===== src/hw/rtl/grid_astar_door_key_path_core_assert.svh =====
// Assertion macros for the grid path finder.
`ifndef GRID_ASTAR_DOOR_KEY_PATH_CORE_ASSERT_SVH
`define GRID_ASTAR_DOOR_KEY_PATH_CORE_ASSERT_SVH
`ifndef SYNTHESIS
`define GAD_ASSERT(lbl, clk, rst_n, prop, msg) \
  lbl: assert property (@(posedge clk) disable iff (!rst_n) prop) else $error(msg);
`define GAD_ASSERT_IMP(lbl, clk, rst_n, pre, post, msg) \
  lbl: assert property (@(posedge clk) disable iff (!rst_n) (pre) |-> (post)) else $error(msg);
`else
`define GAD_ASSERT(lbl, clk, rst_n, prop, msg)
`define GAD_ASSERT_IMP(lbl, clk, rst_n, pre, post, msg)
`endif
`endif


===== src/hw/rtl/gadkp_pkg.sv =====
`timescale 1ns / 1ps
package gadkp_pkg;
  localparam int MAX_ROWS = 32;
  localparam int MAX_COLS = 32;
  localparam int ROW_W = 5;
  localparam int COL_W = 5;
  localparam int IDX_W = ROW_W + COL_W;
  localparam int CELLS = MAX_ROWS * MAX_COLS;
  localparam int LEN_W = 11;
  localparam int DIM_W = 6;
  localparam int F_W = 12;

  localparam logic [1:0] REQ_LOAD = 2'd0;
  localparam logic [1:0] REQ_SEARCH = 2'd1;
  localparam logic [1:0] REQ_READ = 2'd2;

  localparam logic [2:0] CELL_FLOOR = 3'd0;
  localparam logic [2:0] CELL_DOOR_CLOSED = 3'd2;
  localparam logic [2:0] CELL_DOOR_OPEN = 3'd3;
  localparam logic [2:0] CELL_TANK_A = 3'd4;
  localparam logic [2:0] CELL_TANK_B = 3'd5;
  localparam logic [2:0] CELL_FINISH = 3'd6;

  localparam logic [1:0] KEY_NONE = 2'd0;
  localparam logic [1:0] KEY_A = 2'd1;
  localparam logic [1:0] KEY_B = 2'd2;

  localparam logic [1:0] DIR_UP = 2'd0;
  localparam logic [1:0] DIR_DOWN = 2'd1;
  localparam logic [1:0] DIR_LEFT = 2'd2;
  localparam logic [1:0] DIR_RIGHT = 2'd3;

  localparam logic CFG_ROWS = 1'b0;
  localparam logic CFG_COLS = 1'b1;
  localparam logic [DIM_W-1:0] DIM_RESET = 6'd20;

  typedef struct packed {
    logic              open;
    logic              closed;
    logic [1:0]        key;
    logic [LEN_W-1:0]  cost;
    logic [1:0]        par;
  } node_t;

  typedef struct packed {
    logic load;
    logic capture;
    logic clr_step;
    logic seed;
    logic scan_init;
    logic scan_step;
    logic close_best;
    logic exp_rd;
    logic exp_wr;
    logic bt_init;
    logic bt_rd;
    logic bt_wr;
    logic set_len;
    logic rd_issue;
    logic emit_search;
    logic emit_read;
  } cmd_t;

  typedef struct packed {
    logic clr_done;
    logic start_in;
    logic scan_done;
    logic any;
    logic best_goal;
    logic dir_last;
    logic bt_last;
    logic out_busy;
  } sts_t;

  function automatic logic passable(logic [2:0] code, logic [1:0] key);
    logic ok;
    case (code)
      CELL_FLOOR, CELL_DOOR_OPEN, CELL_TANK_A, CELL_TANK_B, CELL_FINISH: ok = 1'b1;
      CELL_DOOR_CLOSED: ok = (key == KEY_A);
      default: ok = 1'b0;
    endcase
    return ok;
  endfunction

  function automatic logic [ROW_W-1:0] absdiff(logic [ROW_W-1:0] a, logic [ROW_W-1:0] b);
    return (a > b) ? a - b : b - a;
  endfunction

  function automatic logic [DIM_W-1:0] clamp_dim(logic [DIM_W-1:0] v, logic [DIM_W-1:0] mx);
    logic [DIM_W-1:0] r;
    if (v == '0) r = DIM_W'(1);
    else if (v > mx) r = mx;
    else r = v;
    return r;
  endfunction
endpackage


===== src/hw/rtl/gadkp_ctrl.sv =====
`timescale 1ns / 1ps
module gadkp_ctrl (
  input  logic            clk_i,
  input  logic            rst_ni,
  input  logic            in_valid_i,
  output logic            in_stall_o,
  input  logic [1:0]      req_type_i,
  input  gadkp_pkg::sts_t sts_i,
  output gadkp_pkg::cmd_t cmd_o
);
  import gadkp_pkg::*;

  localparam logic [3:0] S_IDLE = 4'd0;
  localparam logic [3:0] S_CLR = 4'd1;
  localparam logic [3:0] S_SEED = 4'd2;
  localparam logic [3:0] S_SCAN = 4'd3;
  localparam logic [3:0] S_EXP_RD = 4'd4;
  localparam logic [3:0] S_EXP_WR = 4'd5;
  localparam logic [3:0] S_BT_RD = 4'd6;
  localparam logic [3:0] S_BT_WR = 4'd7;
  localparam logic [3:0] S_RD = 4'd8;
  localparam logic [3:0] S_EMIT_S = 4'd9;
  localparam logic [3:0] S_EMIT_R = 4'd10;

  logic [3:0] state_q, state_d;
  logic       accept;

  assign in_stall_o = (state_q != S_IDLE);
  assign accept = in_valid_i && (state_q == S_IDLE);

  always_comb begin
    state_d = state_q;
    cmd_o = '0;
    case (state_q)
      S_IDLE: begin
        if (accept) begin
          case (req_type_i)
            REQ_LOAD: cmd_o.load = 1'b1;
            REQ_SEARCH: begin
              cmd_o.capture = 1'b1;
              state_d = S_CLR;
            end
            REQ_READ: begin
              cmd_o.capture = 1'b1;
              state_d = S_RD;
            end
            default: state_d = S_IDLE;
          endcase
        end
      end
      S_CLR: begin
        cmd_o.clr_step = 1'b1;
        if (sts_i.clr_done) state_d = sts_i.start_in ? S_SEED : S_EMIT_S;
      end
      S_SEED: begin
        cmd_o.seed = 1'b1;
        cmd_o.scan_init = 1'b1;
        state_d = S_SCAN;
      end
      S_SCAN: begin
        cmd_o.scan_step = 1'b1;
        if (sts_i.scan_done) begin
          if (!sts_i.any) begin
            state_d = S_EMIT_S;
          end else begin
            cmd_o.close_best = 1'b1;
            if (sts_i.best_goal) begin
              cmd_o.bt_init = 1'b1;
              state_d = S_BT_RD;
            end else begin
              state_d = S_EXP_RD;
            end
          end
        end
      end
      S_EXP_RD: begin
        cmd_o.exp_rd = 1'b1;
        state_d = S_EXP_WR;
      end
      S_EXP_WR: begin
        cmd_o.exp_wr = 1'b1;
        if (sts_i.dir_last) begin
          cmd_o.scan_init = 1'b1;
          state_d = S_SCAN;
        end else begin
          state_d = S_EXP_RD;
        end
      end
      S_BT_RD: begin
        cmd_o.bt_rd = 1'b1;
        state_d = S_BT_WR;
      end
      S_BT_WR: begin
        if (sts_i.bt_last) begin
          cmd_o.set_len = 1'b1;
          state_d = S_EMIT_S;
        end else begin
          cmd_o.bt_wr = 1'b1;
          state_d = S_BT_RD;
        end
      end
      S_RD: begin
        cmd_o.rd_issue = 1'b1;
        state_d = S_EMIT_R;
      end
      S_EMIT_S: begin
        if (!sts_i.out_busy) begin
          cmd_o.emit_search = 1'b1;
          state_d = S_IDLE;
        end
      end
      S_EMIT_R: begin
        if (!sts_i.out_busy) begin
          cmd_o.emit_read = 1'b1;
          state_d = S_IDLE;
        end
      end
      default: state_d = S_IDLE;
    endcase
  end

  always_ff @(posedge clk_i or negedge rst_ni) begin
    if (!rst_ni) begin
      state_q <= S_IDLE;
    end else begin
      state_q <= state_d;
    end
  end
endmodule


===== config.mk =====
export PLATFORM = sky130hd
export DESIGN_NAME = gadkp_ctrl
export DESIGN_NICKNAME = d
export VERILOG_FILES = /design/src/hw/rtl/grid_astar_door_key_path_core_assert.svh /design/src/hw/rtl/gadkp_pkg.sv /design/src/hw/rtl/gadkp_ctrl.sv
export SDC_FILE = /design/constraint.sdc
export NUM_CORES = 1
export LEC_CHECK = 0
export ABC_AREA = 1
export BUFFER_PORTS_ARGS = -buffer_cell sky130_fd_sc_hd__buf_4
export CAP_MARGIN = 10
export CORE_AREA = 8 8 45 47
export DETAILED_ROUTE_END_ITERATION = 8
export DIE_AREA = 0 0 53 55
export PLACE_DENSITY_LB_ADDON = 0.08
export SLEW_MARGIN = 20
export SYNTH_ARGS = -nofsm -noshare
export SYNTH_HDL_FRONTEND = slang
export SYNTH_SLANG_ARGS = --single-unit

===== constraint.sdc =====
create_clock -name clk_i -period 3.03 [get_ports clk_i]
set_input_delay 0.606 -clock clk_i [delete_from_list [all_inputs] [get_ports clk_i]]
set_output_delay 0.606 -clock clk_i [all_outputs]
set_load 0.03 [all_outputs]

## After elaboration in Yosys (flattened, before gate mapping)

Index checks and enable logic that the tools add are counted.

- Register bits after elaboration: 4
- Input bits: 13
- Logic and storage cells: 61
- Output and inout port bits: 17

- Equal/unequal tests: 17
- Reduce and logical (&&, ||, !) cells: 7
- Mux-type cells: 36

Operators with widths:

| cell | number |
|---|---|
| 4-bit one-hot mux with 10 select lines | 1 |
| 4-bit two-way mux | 7 |
| 1-bit two-way mux | 20 |
| 4-bit by 3-bit equality test with 1-bit output (second input constant) | 4 |
| 4-bit equality test (second input constant) | 3 |
| 4-bit one-hot mux with 3 select lines | 1 |
| 2-bit two-way mux | 5 |
| 2-bit != test (second input constant) | 5 |
| 4-bit by 2-bit equality test with 1-bit output (second input constant) | 2 |
| 5-bit AND reduction | 1 |
| 4-bit by 1-bit equality test with 1-bit output (second input constant) | 1 |
| 4-bit logical NOT | 1 |
| 4-bit nonzero test | 1 |
| 2-bit OR reduction | 2 |
| 3-bit two-way mux | 1 |
| 2-bit by 1-bit equality test with 1-bit output (second input constant) | 1 |
| 2-bit equality test (second input constant) | 1 |
| 2-bit logical NOT | 1 |
| 1-bit one-hot mux with 2 select lines | 1 |
| 1-bit logical AND | 1 |

## Logic depth before layout (Yosys ltp)

Gate-level depths: netlist (run 1).

- Word-level depth: 5
- Depth in mapped cells: 9
- Depth with buffers taken out: 9

## Least setup slack after synthesis (run 1)

No wires, ideal clock.

- Kind: reg-to-output
- From: reg state_q[1]
- To: out cmd_o[15] (netlist name)
- Setup slack: 0.747 ns
- Arrival time: 1.677 ns
- Buffers on the path: 0
- Data required time: 2.424 ns
- Cell stages (with the launch flop): 4
- Cell sequence: dfrtp_1 nor2_1 nand2_2 nor3b_1

RTL lines:

| element | line | source |
|---|---|---|
| start: declaration | gadkp_ctrl.sv:25 | `logic [3:0] state_q, state_d;` |
| start signal: assignment | gadkp_ctrl.sv:126 | `state_q <= state_d;` |
| end: declaration | gadkp_ctrl.sv:9 | `output gadkp_pkg::cmd_t cmd_o` |

==> metrics.log, run 1 <==
INFO  metric hold_path_class = in2async
INFO  metric timing.slew.headroom = 75.97%
INFO  metric setup-tns-final = 0 ps
INFO  metric worstSetupStartpointType = register
INFO  metric area_occupied_by_multi_input_gates = 367.9 µm²
INFO  metric status = completed
INFO  metric globalRouteTotalUtil = 12.32%
INFO  metric finalPower = 637.5 µW
INFO  metric route.vias.total = 690
INFO  metric drv.max_cap_violation_count = 0
INFO  metric p_per_area = 790.0 nW/µm²
INFO  metric critPathArrivalTime = 1530 ps
INFO  metric timing.final.setup_violations = 0
INFO  metric num-fill-cells = 160
INFO  metric syn-instance-count = 101
INFO  metric number_of_unique_standard_cell_types_used_by_synthesis = 18
INFO  metric place.gp.congestion = 0.8369
INFO  metric port_buffers = 29
INFO  metric dr.pass1.iters = 4
INFO  metric ios = 30
INFO  metric fmax = 0.4690 GHz
INFO  metric clock_path_buffers = 2
INFO  metric detail_route.wl_per_cell = 11.10 µm
INFO  metric final_antenna_net_count = 0
INFO  metric die_area = 2915 µm²
INFO  metric timing_worst_setup_path_type = reg2out
INFO  metric hold_viol_final = 0
INFO  metric cts.hold.buffers_added = 0
INFO  metric grt_start_max_net_pins = 8
INFO  metric cts_sinks = 4
INFO  metric detail_route.wirelength = 1654 µm
INFO  metric fraction_of_final_layout_cells_with_drive_strength_greater_than_1 = 30.83%
INFO  metric share_of_synthesized_area_occupied_by_flip_flops_and_latches = 18.31%
INFO  metric mostFrequentLayoutCells = nand2_1, buf_4, nor2_1
INFO  metric cts.repair_timing.setup_buffer_count = 0
INFO  metric drt_first_iter_violations = 11
INFO  metric clk_root_buffer_cell = clkbuf_4
INFO  metric cts_max_level = 1
INFO  metric grt_pass1_vias = 697
INFO  metric synthesized_flop_and_latch_total = 4
INFO  metric layout_min_cycle_time = 2132 ps
INFO  metric rows = 14
INFO  metric antenna_found_initial = 0
INFO  metric cts.clk_slew.worst_paths = 40 ps
INFO  metric rsz_0062_raised_after_global_routing = no
INFO  metric ff_latch_area = 100.1 µm²
INFO  metric clk_latency = 240 ps
INFO  metric grt_overflow = 0
INFO  metric avgViaCountPerCell = 4.631
INFO  metric drc = 0
INFO  metric floorplan.core_area = 1384 µm²
INFO  metric layout_commonest_cell = nand2_1
INFO  metric finalMaxSlewViolations = 0
INFO  metric final.setup_skew = 6.625 ps
INFO  metric ys_warn_count = 0
INFO  metric critPathCaptureType = output port
INFO  metric largest_register_ffs = 4
INFO  metric leakage = 0.5509 nW
INFO  metric layout-area-overhead-vs-synth = 47.60%
INFO  metric antenna-diode-count = 0
INFO  metric total_number_of_nets_in_the_final_design = 151
INFO  metric tritoncts.num_buffers = 3
INFO  metric worstMarginPinSlew = 359.1 ps
INFO  metric syn_nets = 117
INFO  metric worstPathRequired = 2420 ps
INFO  metric initial_core_util = 39.51%
INFO  metric post_synth.cell_area_avg = 5.414 µm²
INFO  metric grt_pass1_wl = 2773 µm
INFO  metric die_h = 55 µm
INFO  metric syn_area = 546.8 µm²
INFO  metric ir_drop = 0.4718 mV
INFO  metric detailedPlacementHpwl = 1392 µm
INFO  metric final_core_utilization = 58.32%
INFO  metric timing.final.ws_setup = 898.0 ps
INFO  metric rr_worst_depth = 6
INFO  metric cts_resizes = 0
INFO  metric dieWidth = 53 µm
INFO  metric fin_crit_sh = 70.36%
INFO  metric timing.critical_path.fanout_max = 7
INFO  metric tritoncts = yes
INFO  metric registers.top_by_ff_count = state_q
INFO  metric post_placement_setup_slack = 1086 ps
INFO  metric largestRegisters = state_q: 4 flops
cell usage after synthesis:
library cell | n | area [µm²]
o211ai_2 | 1 | 12.51
nor2_1 | 21 | 78.83
o21ai_1 | 1 | 5.000
nor3b_1 | 1 | 7.510
inv_2 | 2 | 7.510
ha_1 | 3 | 37.54
nand2_1 | 32 | 120.1
nand2_2 | 3 | 18.77
nor3_1 | 1 | 5.000
o21ai_0 | 1 | 5.000
nand3_1 | 6 | 30.03
dfrtp_1 | 4 | 100.1
nor2_2 | 1 | 6.260
a21oi_1 | 1 | 5.000
nand3_2 | 1 | 10.01
nor2_4 | 1 | 11.26
inv_1 | 19 | 71.32
nand3b_1 | 2 | 15.01
metal layers:
| layer | wire [µm] | track usage (%) | vias up |
|---|---|---|---|
| met5 | 0 | 0 | - |
| met4 | 21 | 5.603 | 0 |
| met3 | 129 | 4.011 | 2 |
| met2 | 826 | 22.07 | 27 |
| met1 | 676 | 12.84 | 294 |
| li1 | - | - | 367 |
cells by family after synthesis:
family,share of synthesized area (%)
AO/OA/AOI/OAI,5.031
flip-flops,18.31
buffers and inverters,14.42
adder cells (fa/ha/maj),6.866
AND/OR/NAND/NOR,55.38
worst max-delay path, cell delays in order (launching register included):
cell,delay [ps]
dfrtp_1,440
nor2_1,320
nand2_2,130
nor3b_1,200
buf_4,190
where the power goes:
part,internal (mW),switching (mW)
logic,0.156,0.308
registers,0.0750,0.0288
clock network,0.0445,0.0245
through the flow:
step                      instances  cell area [µm²]  hold slack [ps]
final                           149            807.0            150.0
after global routing            149            807.0            137.1
after CTS                       149            807.0            145.2
after detailed placement        146            784.5            402.0
after global placement          146            784.5            402.4
after floorplan                 101            546.8            310.4
cell type report:
type / count / share of cell area, %
flip-flops and latches: 4 / 12.40
repair buffers: 29 / 26.98
clock buffers: 3 / 2.791
inverters: 21 / 9.767
multi-input cells: 76 / 45.58
well taps: 16 / 2.481
final timing paths:
kind | from | endpoint | slack (ps)
setup / recovery | state_q[0] | cmd_o[15] | 900
hold / removal | rst_ni | state_q[0] | 150
setup reg to reg | state_q[0] | state_q[0] | 1660
hold reg to reg | state_q[1] | state_q[1] | 590
max in group asynchronous | rst_ni | state_q[2] | 2770
min in group clk_i | state_q[1] | state_q[1] | 590
Note: power is estimated with default switching activity, not from simulation.
==> run 2: changes to the inputs <==
--- a/config.mk
+++ b/config.mk
@@ -8,9 +8,9 @@
 export ABC_AREA = 1
 export BUFFER_PORTS_ARGS = -buffer_cell sky130_fd_sc_hd__buf_4
 export CAP_MARGIN = 10
-export CORE_AREA = 8 8 45 47
+export CORE_MARGIN = 8
+export CORE_UTILIZATION = 38
 export DETAILED_ROUTE_END_ITERATION = 8
-export DIE_AREA = 0 0 53 55
 export PLACE_DENSITY_LB_ADDON = 0.08
 export SLEW_MARGIN = 20
 export SYNTH_ARGS = -nofsm -noshare
==> constraint.sdc (replaced) <==
create_clock -name clk_i -period 1.8 [get_ports clk_i]
set_input_delay 0.36 -clock clk_i [delete_from_list [all_inputs] [get_ports clk_i]]
set_output_delay 0.36 -clock clk_i [all_outputs]
set_load 0.03 [all_outputs]
==> run 2 against run 1 <==
  * Combinational power grew 76%
  * Core utilization is 5.5 points higher
  * Highest routed layer is now met3
  * Worst setup slack got worse by 830 ps
  * Cell count is 0.67% higher
  * Non-clock buffer count up 2
  * Sequential share of layout area decreased by 0.20 points
  * Total power up 75%
  * Cell area grew 4.2%
  * Sequential power grew 78%
  * Die area is 0.23% lower
  * Via count grew 2.0%
==> metrics.log, run 2 (synthesized netlist as in run 1, its figures left out) <==
INFO  metric drc = 0 (unchanged)
INFO  metric detail_route.wl_per_cell = 11.43 µm (+3.0%)
INFO  metric grt_pass1_vias = 654 (-6.2%)
INFO  metric leakage = 0.5598 nW (+1.6%)
INFO  metric clk_root_buffer_cell = clkbuf_4
INFO  metric final.setup_skew = 3.152 ps (-3.473 ps)
INFO  metric power.share.combinational = 73.5% (+0.6 points)
INFO  metric timing_worst_setup_path_type = reg2out
INFO  metric timing.critical_path.fanout_max = 7 (unchanged)
INFO  metric hold_viol_final = 0 (unchanged)
INFO  metric largestRegisters = state_q: 4 flops
INFO  metric clock_path_buffers = 2 (unchanged)
INFO  metric worstPathRequired = 1440 ps (-980 ps)
INFO  metric layout-area-overhead-vs-synth = 53.78%
INFO  metric critPathCaptureType = output port
INFO  metric detail_route.wirelength = 1715 µm (+3.7%)
INFO  metric globalRouteTotalUtil = 11.97% (-0.35 points)
INFO  metric antenna_found_initial = 0 (unchanged)
INFO  metric drv.max_cap_violation_count = 0 (unchanged)
INFO  metric cts_max_level = 1 (unchanged)
INFO  metric timing.final.setup_violations = 0 (unchanged)
INFO  metric place.gp.congestion = 0.8163 (-2.5%)
INFO  metric initial_core_util = 41.50% (+2.0 points)
INFO  metric largest_register_ffs = 4 (unchanged)
INFO  metric antenna-diode-count = 0 (unchanged)
INFO  metric ir_drop = 0.7661 mV (+62%)
INFO  metric timing.slew.headroom = 80.42% (+4.4 points)
INFO  metric drt_first_iter_violations = 15 (+4)
INFO  metric num-fill-cells = 132 (-18%)
INFO  metric hold_path_class = in2reg
INFO  metric total_number_of_nets_in_the_final_design = 153 (+1.3%)
INFO  metric cts_sinks = 4 (unchanged)
INFO  metric cts.repair_timing.setup_buffer_count = 0 (unchanged)
INFO  metric dieWidth = 53.93 µm (+1.8%)
INFO  metric p_per_area = 1323 nW/µm² (+68%)
INFO  metric internal_power = 490.2 µW (+78%)
INFO  metric setup-tns-final = 0 ps (unchanged)
INFO  metric net_load_switching_power = 622.6 µW (+72%)
INFO  metric layout_commonest_cell = nand2_1
INFO  metric grt_start_max_net_pins = 8 (unchanged)
INFO  metric finalMaxSlewViolations = 0 (unchanged)
INFO  metric detailed_place.area = 800.8 µm² (+2.1%)
INFO  metric final_area = 840.8 µm² (+4.2%)
INFO  metric grt_pass1_wl = 2739 µm (-1.2%)
INFO  metric floorplan.core_area = 1318 µm² (-4.8%)
INFO  metric mostFrequentLayoutCells = nand2_1, buf_4, nor2_1
INFO  metric die_h = 53.93 µm (-1.9%)
INFO  metric sw_frac_of_total = 55.95% (-0.80 points)
INFO  metric rows = 13 (-1)
INFO  metric tritoncts = yes
INFO  metric avgViaCountPerCell = 4.693 (+1.3%)
INFO  metric final_antenna_net_count = 0 (unchanged)
INFO  metric die_area = 2908 µm² (-0.23%)
INFO  metric status = completed
INFO  metric seq_power_share = 16.7% (+0.4 points)
INFO  metric worstMarginPinSlew = 293.4 ps (-65.70 ps)
INFO  metric post_placement_setup_slack = 307.7 ps (-778.2 ps)
INFO  metric detailedPlacementHpwl = 1436 µm (+3.2%)
INFO  metric tritoncts.num_buffers = 3 (unchanged)
INFO  metric rsz_0062_raised_after_global_routing = yes
INFO  metric clk_latency = 230 ps (about the same)
INFO  metric worstSetupStartpointType = register
INFO  metric layout_min_cycle_time = 1734 ps
INFO  metric route.vias.total = 704 (+2.0%)
INFO  metric fraction_of_final_layout_cells_with_drive_strength_greater_than_1 = 35.56% (+4.7 points)
INFO  metric power.clock.fraction = 9.8% (-1.0 points)
INFO  metric timing.final.ws_setup = 65.91 ps (-832.1 ps)
INFO  metric ios = 30 (unchanged)
INFO  metric registers.top_by_ff_count = state_q
INFO  metric fin_crit_sh = 96.34%
INFO  metric fmax = 0.5767 GHz
INFO  metric grt_overflow = 0 (unchanged)
INFO  metric critPathArrivalTime = 1370 ps (-160 ps)
INFO  metric port_buffers = 29 (unchanged)
INFO  metric worst_hold_slack = 452.2 ps (+302.2 ps)
INFO  metric dr.pass1.iters = 4 (unchanged)
INFO  metric cts.clk_slew.worst_paths = 40 ps (about the same)
## run 2: cell count changes in the layout (fill, tap and decap cells not counted), sizes merged
cell,change
dlygate4sd3,+1
buf,+1
## run 2: stage by stage
step	cells	power (mW)	util [%]
after floorplan	101	0.7250	-
after global placement	146	0.9747	60.78
after detailed placement	146	0.9805	60.78
after CTS	150	1.098	63.25
after global routing	150	1.212	63.82
final	150	1.113	63.82
## run 2: area by class of cell
| class | count | area, µm² | share of cell area, % |
|---|---|---|---|
| well taps | 15 | 18.77 | 2.232 |
| repair buffers | 31 | 235.2 | 27.98 |
| clock buffers | 3 | 22.52 | 2.679 |
| multi-input cells | 76 | 382.9 | 45.54 |
| inverters | 21 | 78.83 | 9.375 |
| flip-flops and latches | 4 | 102.6 | 12.20 |
## run 2: layer usage
| layer | GRT usage [%] | routed length (µm) | up-vias |
|---|---|---|---|
| met1 | 13.44 | 688 | 302 |
| met3 | 3.581 | 165 | 0 |
| met4 | 1.261 | 0 | 0 |
| li1 | - | - | 370 |
| met5 | 0 | 0 | - |
| met2 | 22.20 | 861 | 32 |
## run 2: power groups by stage
stage	logic (mW)	registers (mW)	clock network (mW)
4_1_cts	0.811	0.176	0.111
5_1_grt	0.902	0.190	0.119
3_5_place_dp	0.804	0.176	0
2_1_floorplan	0.562	0.163	0
6_report	0.818	0.185	0.109
3_3_place_gp	0.800	0.175	0
## run 2: worst paths after layout
kind	endpoint	slack, ps	cells after the start	start
max in group asynchronous	state_q[1]	1230	2	rst_ni
min in group asynchronous	state_q[0]	460	2	rst_ni
worst min-delay path	state_q[3]	450	3	sts_i[0]
worst max register to register	state_q[1]	470	7	state_q[1]
worst max-delay path	cmd_o[15]	70	4	state_q[3]
worst min register to register	state_q[1]	590	2	state_q[1]
## run 2: worst max-delay path: stages, from the launching register on
cell and delay [ps]:
dfrtp_1 400, nor2_2 280, nand2_2 130, nor3b_2 160, buf_4 170
## run 2: what timing repair did
item | in CTS | in global routing
setup endpoints to repair | 0 | 7
hold endpoints to repair | 4 | 0
hold buffers | 1 | 0
resized for setup | 0 | 4
